## src/hdl/cimap_pkg.sv

```systemverilog
`default_nettype none

package cimap_pkg;

  // Register indexes on the configuration port
  localparam int CFG_IDX_W  = 3;
  localparam int CFG_DATA_W = 16;
  localparam logic [CFG_IDX_W-1:0] REG_INPUT_MODE    = 3'd0;
  localparam logic [CFG_IDX_W-1:0] REG_TOGGLE_ENABLE = 3'd1;
  localparam logic [CFG_IDX_W-1:0] REG_STORE_ENABLE  = 3'd2;
  localparam logic [CFG_IDX_W-1:0] REG_STEP_SIZE     = 3'd3;
  localparam logic [CFG_IDX_W-1:0] REG_TOP_LEVEL     = 3'd4;
  localparam logic [CFG_IDX_W-1:0] REG_BOTTOM_LEVEL  = 3'd5;
  localparam logic [CFG_IDX_W-1:0] REG_INITIAL_LEVEL = 3'd6;

  // Input modes; codes 5..7 are inert
  localparam logic [2:0] MODE_ANALOG = 3'd0;
  localparam logic [2:0] MODE_BUTTON = 3'd1;
  localparam logic [2:0] MODE_SWITCH = 3'd2;
  localparam logic [2:0] MODE_TICKER = 3'd3;
  localparam logic [2:0] MODE_ROTARY = 3'd4;

  localparam logic [1:0] BUZZ_NONE   = 2'd0;
  localparam logic [1:0] BUZZ_LIMIT  = 2'd1;
  localparam logic [1:0] BUZZ_CENTER = 2'd2;
  localparam logic [1:0] BUZZ_TICK   = 2'd3;

  // Reset values
  localparam logic [2:0]         RST_MODE   = MODE_BUTTON;
  localparam logic [14:0]        RST_STEP   = 15'd327;
  localparam logic signed [15:0] RST_TOP    = 16'sh7FFF;
  localparam logic signed [15:0] RST_BOTTOM = 16'sh8000;
  localparam logic signed [15:0] RST_LEVEL  = 16'sh8000;

  // Remainder unit: one quotient bit per cycle over the 16-bit magnitude
  localparam int DIV_STEPS = 16;
  localparam int DIV_CNT_W = $clog2(DIV_STEPS);

  typedef struct packed {
    logic               level_a;
    logic               level_b;
    logic signed [15:0] analog_sample;
    logic signed [3:0]  rotary_steps;
  } in_t;

  typedef struct packed {
    logic signed [15:0] control_value;
    logic [1:0]         buzz_pattern;
    logic               save_request;
  } out_t;

  typedef enum logic [2:0] {
    S_IDLE,
    S_EVAL,
    S_DIV,
    S_FIX,
    S_DONE
  } state_t;

  typedef struct packed {
    logic accept;
    logic eval;
    logic div_step;
    logic fix;
    logic commit;
  } cmd_t;

  typedef struct packed {
    logic need_div;
    logic out_free;
  } sts_t;

endpackage

`default_nettype wire

```

## src/hdl/cimap_ctrl.sv

```systemverilog
`default_nettype none

module cimap_ctrl (
  input  wire logic            clk,
  input  wire logic            rst_n,
  input  wire logic            in_valid,
  output logic                 in_stall,
  input  wire cimap_pkg::sts_t sts,
  output cimap_pkg::cmd_t      cmd
);

  localparam logic [cimap_pkg::DIV_CNT_W-1:0] CntLast =
    cimap_pkg::DIV_CNT_W'(cimap_pkg::DIV_STEPS - 1);

  cimap_pkg::state_t state_r, state_nxt;
  logic [cimap_pkg::DIV_CNT_W-1:0] cnt_r, cnt_nxt;

  always_ff @(posedge clk) begin
    if (!rst_n) begin
      state_r <= cimap_pkg::S_IDLE;
      cnt_r   <= '0;
    end else begin
      state_r <= state_nxt;
      cnt_r   <= cnt_nxt;
    end
  end

  always_comb begin
    state_nxt = state_r;
    unique case (state_r)
      cimap_pkg::S_IDLE: if (in_valid) state_nxt = cimap_pkg::S_EVAL;
      cimap_pkg::S_EVAL: begin
        state_nxt = sts.need_div ? cimap_pkg::S_DIV : cimap_pkg::S_FIX;
      end
      cimap_pkg::S_DIV:  if (cnt_r == CntLast) state_nxt = cimap_pkg::S_FIX;
      cimap_pkg::S_FIX:  state_nxt = cimap_pkg::S_DONE;
      cimap_pkg::S_DONE: if (sts.out_free) state_nxt = cimap_pkg::S_IDLE;
      default:           state_nxt = cimap_pkg::S_IDLE;
    endcase
  end

  always_comb begin
    cmd      = '0;
    in_stall = 1'b1;
    cnt_nxt  = cnt_r;
    unique case (state_r)
      cimap_pkg::S_IDLE: begin
        in_stall   = 1'b0;
        cmd.accept = in_valid;
      end
      cimap_pkg::S_EVAL: begin
        cmd.eval = 1'b1;
        cnt_nxt  = '0;
      end
      cimap_pkg::S_DIV: begin
        cmd.div_step = 1'b1;
        cnt_nxt      = cnt_r + 1'b1;
      end
      cimap_pkg::S_FIX:  cmd.fix = 1'b1;
      cimap_pkg::S_DONE: cmd.commit = sts.out_free;
      default: ;
    endcase
  end

  a_div_len: assert property (@(posedge clk) disable iff (!rst_n)
    (state_r == cimap_pkg::S_DIV && cnt_r == CntLast) |=> state_r == cimap_pkg::S_FIX)
    else $error("remainder unit ran past its last step");

  a_accept_eval: assert property (@(posedge clk) disable iff (!rst_n)
    cmd.accept |=> cmd.eval)
    else $error("accepted item not evaluated");

  a_done_hold: assert property (@(posedge clk) disable iff (!rst_n)
    (state_r == cimap_pkg::S_DONE && !sts.out_free) |=> state_r == cimap_pkg::S_DONE)
    else $error("result dropped while output register busy");

endmodule

`default_nettype wire

```

## src/hdl/cimap_dp.sv

```systemverilog
`default_nettype none

module cimap_dp (
  input  wire logic                             clk,
  input  wire logic                             rst_n,
  input  wire cimap_pkg::in_t                   in_data,
  input  wire cimap_pkg::cmd_t                  cmd,
  output cimap_pkg::sts_t                       sts,
  input  wire logic                             cfg_valid,
  input  wire logic [cimap_pkg::CFG_IDX_W-1:0]  cfg_index,
  input  wire logic [cimap_pkg::CFG_DATA_W-1:0] cfg_data,
  output cimap_pkg::out_t                       out_data,
  output logic                                  out_valid,
  input  wire logic                             out_stall
);

  // Configuration
  logic [2:0]         mode_r;
  logic               toggle_r;
  logic               store_r;
  logic [14:0]        step_size_r;
  logic signed [15:0] top_r;
  logic signed [15:0] bot_r;

  // Block state
  logic signed [15:0] cur_r;
  logic               prev_a_r, prev_b_r;
  logic               prev_a_nxt, prev_b_nxt;

  // Work registers
  cimap_pkg::in_t     item_r;
  logic signed [19:0] val_r;
  logic signed [16:0] stp_r;
  logic               active_r, clamp_r, save_r;
  logic [1:0]         buzz_r;
  logic [14:0]        rem_r;
  logic [15:0]        quo_r;

  cimap_pkg::out_t    out_r;
  logic               out_valid_r;

  // Config writes; initial_level only matters at reset, so writes to it are dropped
  always_ff @(posedge clk) begin
    if (!rst_n) begin
      mode_r      <= cimap_pkg::RST_MODE;
      toggle_r    <= 1'b0;
      store_r     <= 1'b0;
      step_size_r <= cimap_pkg::RST_STEP;
      top_r       <= cimap_pkg::RST_TOP;
      bot_r       <= cimap_pkg::RST_BOTTOM;
    end else if (cfg_valid) begin
      unique case (cfg_index)
        cimap_pkg::REG_INPUT_MODE:    mode_r      <= cfg_data[2:0];
        cimap_pkg::REG_TOGGLE_ENABLE: toggle_r    <= cfg_data[0];
        cimap_pkg::REG_STORE_ENABLE:  store_r     <= cfg_data[0];
        cimap_pkg::REG_STEP_SIZE:     step_size_r <= cfg_data[14:0];
        cimap_pkg::REG_TOP_LEVEL:     top_r       <= cfg_data;
        cimap_pkg::REG_BOTTOM_LEVEL:  bot_r       <= cfg_data;
        default: ;
      endcase
    end
  end

  // Evaluate
  logic               a_rise, b_rise, flip, ev_active, ev_clamp, ev_save;
  logic signed [16:0] s17, tick_step, ev_step, sum17;
  logic signed [15:0] s16, ev_lo, ev_hi;
  logic signed [19:0] cur20, rot_prod, ev_nv, ev_val, ev_abs;
  logic [1:0]         ev_buzz;

  assign s16    = {1'b0, step_size_r};
  assign s17    = {2'b0, step_size_r};
  assign cur20  = 20'(cur_r);
  assign a_rise = item_r.level_a & ~prev_a_r;
  assign b_rise = item_r.level_b & ~prev_b_r;
  assign flip   = !(bot_r < top_r);
  assign sum17  = 17'(bot_r) + 17'(top_r);
  assign rot_prod = 20'(item_r.rotary_steps) * 20'(s16);

  always_comb begin
    tick_step  = '0;
    if (a_rise) tick_step = s17;
    if (b_rise) tick_step = -s17;

    ev_val     = cur20;
    ev_nv      = cur20;
    ev_step    = '0;
    ev_lo      = bot_r;
    ev_hi      = top_r;
    ev_active  = 1'b0;
    ev_save    = 1'b0;
    prev_a_nxt = prev_a_r;
    prev_b_nxt = prev_b_r;

    case (mode_r)
      cimap_pkg::MODE_ANALOG: ev_val = 20'(item_r.analog_sample);
      cimap_pkg::MODE_BUTTON: begin
        if (!toggle_r) begin
          ev_val = item_r.level_a ? 20'(top_r) : 20'(bot_r);
        end else begin
          if (a_rise) begin
            ev_val  = (cur_r == top_r) ? 20'(bot_r) : 20'(top_r);
            ev_save = store_r;
          end
          prev_a_nxt = item_r.level_a;
        end
      end
      cimap_pkg::MODE_SWITCH: begin
        if (item_r.level_a)      ev_val = 20'(top_r);
        else if (item_r.level_b) ev_val = 20'(bot_r);
        else                     ev_val = 20'(sum17[16:1]);
      end
      cimap_pkg::MODE_TICKER: begin
        ev_active  = a_rise | b_rise;
        ev_lo      = flip ? top_r : bot_r;
        ev_hi      = flip ? bot_r : top_r;
        ev_step    = flip ? -tick_step : tick_step;
        ev_nv      = cur20 + 20'(ev_step);
        prev_a_nxt = item_r.level_a;
        prev_b_nxt = item_r.level_b;
      end
      cimap_pkg::MODE_ROTARY: begin
        ev_active = (item_r.rotary_steps != '0);
        ev_step   = item_r.rotary_steps[3] ? -s17 : s17;
        ev_nv     = cur20 + rot_prod;
      end
      default: ;
    endcase

    // Clamp, lower limit (ev_lo) tested first
    ev_clamp = 1'b0;
    ev_buzz  = cimap_pkg::BUZZ_NONE;
    if (ev_active) begin
      ev_val = ev_nv;
      if (ev_nv < 20'(ev_lo)) begin
        ev_val   = 20'(ev_lo);
        ev_clamp = 1'b1;
        ev_buzz  = cimap_pkg::BUZZ_LIMIT;
      end else if (ev_nv > 20'(ev_hi)) begin
        ev_val   = 20'(ev_hi);
        ev_clamp = 1'b1;
        ev_buzz  = cimap_pkg::BUZZ_LIMIT;
      end
    end
    ev_abs = ev_val[19] ? -ev_val : ev_val;
  end

  assign sts.need_div = ev_active && !ev_clamp && (step_size_r != '0);
  assign sts.out_free = !out_valid_r || !out_stall;

  // Remainder step: restoring, one bit per cycle
  logic [15:0] dv_sh, dv_diff;
  logic        dv_ge;
  assign dv_sh   = {rem_r, quo_r[15]};
  assign dv_ge   = (dv_sh >= 16'(step_size_r));
  assign dv_diff = dv_sh - 16'(step_size_r);

  // Alignment: v - (step + r), r carries the sign of v
  logic signed [16:0] fx_r;
  logic signed [19:0] fx_val, fx_res;
  assign fx_r   = val_r[19] ? -17'({2'b0, rem_r}) : 17'({2'b0, rem_r});
  assign fx_val = val_r - 20'(stp_r) - 20'(fx_r);
  assign fx_res = (rem_r != '0) ? fx_val : val_r;

  always_ff @(posedge clk) begin
    if (cmd.accept) item_r <= in_data;
    if (cmd.eval) begin
      val_r    <= ev_val;
      stp_r    <= ev_step;
      active_r <= ev_active;
      clamp_r  <= ev_clamp;
      save_r   <= ev_save;
      buzz_r   <= ev_buzz;
      rem_r    <= '0;
      quo_r    <= ev_abs[15:0];
    end
    if (cmd.div_step) begin
      rem_r <= dv_ge ? dv_diff[14:0] : dv_sh[14:0];
      quo_r <= {quo_r[14:0], dv_ge};
    end
    if (cmd.fix && active_r && !clamp_r) begin
      val_r  <= fx_res;
      buzz_r <= (fx_res == '0) ? cimap_pkg::BUZZ_CENTER : cimap_pkg::BUZZ_TICK;
    end
    if (cmd.commit) begin
      out_r.control_value <= val_r[15:0];
      out_r.buzz_pattern  <= buzz_r;
      out_r.save_request  <= active_r ? (store_r && (val_r != cur20)) : save_r;
    end
  end

  always_ff @(posedge clk) begin
    if (!rst_n) begin
      cur_r       <= cimap_pkg::RST_LEVEL;
      prev_a_r    <= 1'b0;
      prev_b_r    <= 1'b0;
      out_valid_r <= 1'b0;
    end else begin
      if (cmd.eval) begin
        prev_a_r <= prev_a_nxt;
        prev_b_r <= prev_b_nxt;
      end
      if (cmd.commit) cur_r <= val_r[15:0];
      if (cmd.commit)      out_valid_r <= 1'b1;
      else if (!out_stall) out_valid_r <= 1'b0;
    end
  end

  assign out_data  = out_r;
  assign out_valid = out_valid_r;

  a_commit_cur: assert property (@(posedge clk) disable iff (!rst_n)
    cmd.commit |=> out_valid_r && (out_r.control_value == cur_r))
    else $error("output value and held level disagree");

  a_div_active: assert property (@(posedge clk) disable iff (!rst_n)
    cmd.div_step |-> (active_r && !clamp_r && step_size_r != '0))
    else $error("remainder run for an item that needs no alignment");

  a_out_hold: assert property (@(posedge clk) disable iff (!rst_n)
    (out_valid_r && out_stall) |=> (out_valid_r && $stable(out_r)))
    else $error("stalled result changed or dropped");

endmodule

`default_nettype wire

```

## src/hdl/control_input_value_mapper.sv

```systemverilog
// Control input value mapper.
// Input channel in_valid/in_stall/in_data: one transfer per sample tick with
// both pin levels, the calibrated analog sample and the rotary detent count.
// Result channel out_valid/out_stall/out_data: one transfer per input with
// the new control value, the buzz code and the save request.
// Configuration: cfg_valid/cfg_ready/cfg_index/cfg_data; cfg_ready is always
// high, so a write lands on any cycle with cfg_valid. Write only while idle.
// Sequence: one item at a time. An item is evaluated the cycle after its
// transfer, then aligned (with a restoring remainder pass when a ticker
// or rotary step lands inside the limits with a nonzero step size), then
// committed; the next input is taken in the cycle after the commit.
// The remainder unit is the long path through the sequence.
// A finished result sits in the output register; the next input can already
// be worked on, but its commit waits while out_stall holds the old one.
// Reset (rst_n low, synchronous) restores register defaults, loads the
// current level with -32768 and clears edge history and the output valid.
`default_nettype none

module control_input_value_mapper (
  input  wire logic                             clk,
  input  wire logic                             rst_n,
  input  wire logic                             in_valid,
  output logic                                  in_stall,
  input  wire cimap_pkg::in_t                   in_data,
  output logic                                  out_valid,
  input  wire logic                             out_stall,
  output cimap_pkg::out_t                       out_data,
  input  wire logic                             cfg_valid,
  output logic                                  cfg_ready,
  input  wire logic [cimap_pkg::CFG_IDX_W-1:0]  cfg_index,
  input  wire logic [cimap_pkg::CFG_DATA_W-1:0] cfg_data
);

  cimap_pkg::cmd_t cmd;
  cimap_pkg::sts_t sts;

  // Register file never stalls a write
  assign cfg_ready = 1'b1;

  // Sequencer: accept, evaluate, remainder pass, align, commit
  cimap_ctrl u_ctrl (
    .clk      (clk),
    .rst_n    (rst_n),
    .in_valid (in_valid),
    .in_stall (in_stall),
    .sts      (sts),
    .cmd      (cmd)
  );

  // Config registers, level state, mode logic, remainder unit, output register
  cimap_dp u_dp (
    .clk       (clk),
    .rst_n     (rst_n),
    .in_data   (in_data),
    .cmd       (cmd),
    .sts       (sts),
    .cfg_valid (cfg_valid & cfg_ready),
    .cfg_index (cfg_index),
    .cfg_data  (cfg_data),
    .out_data  (out_data),
    .out_valid (out_valid),
    .out_stall (out_stall)
  );

endmodule

`default_nettype wire
```

## config.mk

```make
export PLATFORM = sky130hd
export DESIGN_NAME = control_input_value_mapper
export DESIGN_NICKNAME = d
export VERILOG_FILES = /design/src/hdl/cimap_pkg.sv /design/src/hdl/cimap_ctrl.sv /design/src/hdl/cimap_dp.sv /design/src/hdl/control_input_value_mapper.sv
export SDC_FILE = /design/constraint.sdc
export NUM_CORES = 1
export LEC_CHECK = 0
export BUFFER_PORTS_ARGS = -buffer_cell sky130_fd_sc_hd__buf_2
export CORE_ASPECT_RATIO = 1.2
export CORE_MARGIN = 2
export CORE_UTILIZATION = 50
export CTS_CLUSTER_DIAMETER = 80
export CTS_CLUSTER_SIZE = 40
export DETAILED_ROUTE_END_ITERATION = 8
export GPL_TIMING_DRIVEN = 1
export PLACE_DENSITY_LB_ADDON = 0.25
export SKIP_CTS_REPAIR_TIMING = 1
export SYNTH_ARGS = -nofsm -noshare
export SYNTH_HDL_FRONTEND = slang
export SYNTH_SLANG_ARGS = --single-unit
```

## constraint.sdc

```tcl
create_clock -name clk -period 10.9 [get_ports clk]
set_clock_uncertainty 0.05 [all_clocks]
set_input_delay 1.09 -clock clk [delete_from_list [all_inputs] [get_ports clk]]
set_output_delay 1.09 -clock clk [all_outputs]
set_load 0.05 [all_outputs]
```

==> out/qor.yml <==
placed_design:
  hpwl_mm: 53.8
  place_congestion: 1.00
  io_buffers: 66
  dpl_cell_area_um2: 20600
drt:
  routedWlPerCell_um: 23.3
  viasPerCell: 6.18
  routed_wl_mm: 67.9
  drc: 0
  drtIter0Drc: 1717
  ant_nets: 0
  drt-pass1-iter-count: 6
  vias: 18022
synthesis:
  yosysMostFrequentCell: "nand2_1"
  synth_async_sr_flop_share_pct: 0
  synth_area_um2: 19800
  synth_top_area_share_pct: 17.3
  synth.distinct_cells: 97
  synth_edf_count: 114
  synth_top_area_cell: "edfxtp_1"
  synthTopCellsByArea: "edfxtp_1, ha_1, dfxtp_1"
  postSynthCellCount: 2378
  ys_seq_area_share_pct: 25.2
  synthTopCellsByCount: "nand2_1, inv_1, nor2_1, ha_1, o21ai_0"
  yosys_warnings: 0
  synth_ff_type: "edfxtp_1"
  postSynthAreaPerCell_um2: 8.32
  synth_fp_nets: 2658
  synth.ff_latch_count: 192
global_route:
  grt-ovfl-total: 0
  grtUsageTotal_pct: 33.5
  grt_antenna_before_repair: 1
  grt_max_degree: 51
  grt_first_pass_wirelength_mm: 104
  grt_pass1_vias: 17147
finish:
  final_area_um2: 21200
  nets: 2656
  syn_to_final_growth_pct: 6.91
  fillers: 3749
  antenna_cells: 0
  final_layout_size_suffix_gt1_share_pct: 8.37
  finish.utilization_pct: 54.3
sta:
  maxSlewViolCount: 0
  tightest_slew_ns: 1.12
  relSlewSlack_pct: 25.2
  whs_ns: 0.374
  tns_ns: 0
  finalHoldViolations: 0
  fin_crit_ns: 9.99
  finalCritPeriodShare_pct: 91.7
  rsz0062_at_grt: "false"
  max_freq_mhz: 100
  setup_viol: 0
die:
  core_area_um2: 38900
  initial_utilization_pct: 50.8
  die_w_um: 186
  ios: 68
  die_area_um2: 41200
  rows: 79
  die_y_um: 222
power_and_ir_drop:
  total_power_mw: 3.27
  power.leakage_nw: 8.95
  power.density_nw_per_um2: 155
  ir_worst_vdd_uv: 130
critical_path:
  slowest_stage: "mux2i_2"
  critical_path_peak_fanout: 11
  arrival_ns: 10.14
  cp.required_ns: 11.05
  crit_path_max_incr_delay_ns: 0.74
  critPathKind: "reg2reg"
  end_kind: "flop"
  crit_top_cell: "inv_1"
  rrSetupSlack_ns: 0.91
  crit_path_start_kind: "flop"
cts:
  ctsLongestPathBuffers: 2
  htreeDepth: 4
  root_buffer: "clkbuf_16"
  cts_sinks: 192
  clk_latency_ns: 0.48
  clkTransAtPathRegs_ns: 0.08
  numCtsBuffers: 17
  cts_tree: "yes"
outcome:
  status: "complete, no violations"
run:
  cap_violations: 0
min_path:
  hold_class: "reg2reg"
## final timing paths
check / startpoint / endpoint / cells past startpoint
setup reg to reg: u_dp.top_r[15]$_SDFFE_PN0P_ / u_dp.quo_r[8]$_DFFE_PP_ / 31
hold / removal: u_dp.buzz_r[0]$_DFFE_PP_ / u_dp.out_data[1]$_DFFE_PP_ / 0
setup / recovery: u_dp.top_r[15]$_SDFFE_PN0P_ / u_dp.quo_r[8]$_DFFE_PP_ / 31
hold reg to reg: u_dp.buzz_r[0]$_DFFE_PP_ / u_dp.out_data[1]$_DFFE_PP_ / 0
## worst max-delay path, delay by kind of cell (launching register included)
| family | cells | cell delay (ns) |
|---|---|---|
| flip-flops | 1 | 0.59 |
| adder cells (fa/ha/maj) | 4 | 1.67 |
| XOR/XNOR | 3 | 0.63 |
| buffers and inverters | 5 | 0.71 |
| multiplexers | 2 | 1.03 |
| AND/OR/NAND/NOR | 5 | 1.15 |
| AO/OA/AOI/OAI | 12 | 3.84 |
## kinds of logic after synthesis
kind of cell,Yosys count,share of synthesized area [%]
other,1,0.0189
buffers and inverters,333,6.63
xor gates and xnor gates,138,6.11
muxes,88,4.57
adders and majority gates,234,17.3
DFF,192,25.2
and+or+nand+nor,762,18.4
AOI/OAI and AO/OA,630,21.7
## through the flow
stage,worst slack (ns),std cells
floorplan,2.62,2378
global route,0.346,2915
CTS,1.07,2915
global placement,1.22,2883
finish,0.907,2915
detailed placement,1.12,2883
## layer usage
metal	global-route usage, %	up-vias	wire length (µm)
li1	-	8466	-
met1	42.5	8710	28000
met2	55.6	686	32300
met3	4.86	158	4050
met4	15.9	2	3490
met5	0	-	12
## power by group
| part | internal, mW | switching, mW | total (mW) |
|---|---|---|---|
| Clock | 0.305 | 0.338 | 0.642 |
| Combinational | 0.632 | 1.03 | 1.67 |
| Sequential | 0.868 | 0.0958 | 0.964 |
## flip-flops by register name (all words and copies together) (netlist names), 15 cells and up
name / flops
u_dp.item_r: 22
u_dp.bot_r: 16
u_dp.top_r: 16
u_dp.quo_r: 16
u_dp.val_r: 20
u_dp.stp_r: 17
u_dp.rem_r: 15
u_dp.cur_r: 16
u_dp.out_data: 19
u_dp.step_size_r: 15
## layout by cell type, fill, tap and decap left out, types with 16 or more instances in the layout
master	instances
nand2_1	267
inv_1	199
nor2_1	173
ha_1	167
o21ai_0	134
a21oi_1	132
edfxtp_1	114
xnor2_1	101
dfxtp_1	78
mux2i_1	75
fa_1	67
buf_2	66
a21boi_0	54
nand3_1	49
and2_1	48
o211ai_1	44
nor3_1	43
buf_4	43
xor2_1	37
a211oi_1	31
nor2b_1	28
a21o_1	28
nand2b_1	26
nand4_1	20
a221oi_1	18
o21a_1	17
or3_1	17
o31ai_1	17
clkbuf_16	17
a31oi_1	16
## layout make-up
cell class              count  area [µm²]  area share, %
clock buffers              18         429           2.03
clock inverters            14         148          0.698
inverters                 203         762           3.60
multi-input cells        1853       13500           63.9
flip-flops and latches    192        4980           23.6
well taps                 526         658           3.11
repair buffers            109         653           3.09
Note: power is estimated with default switching activity, not from simulation.
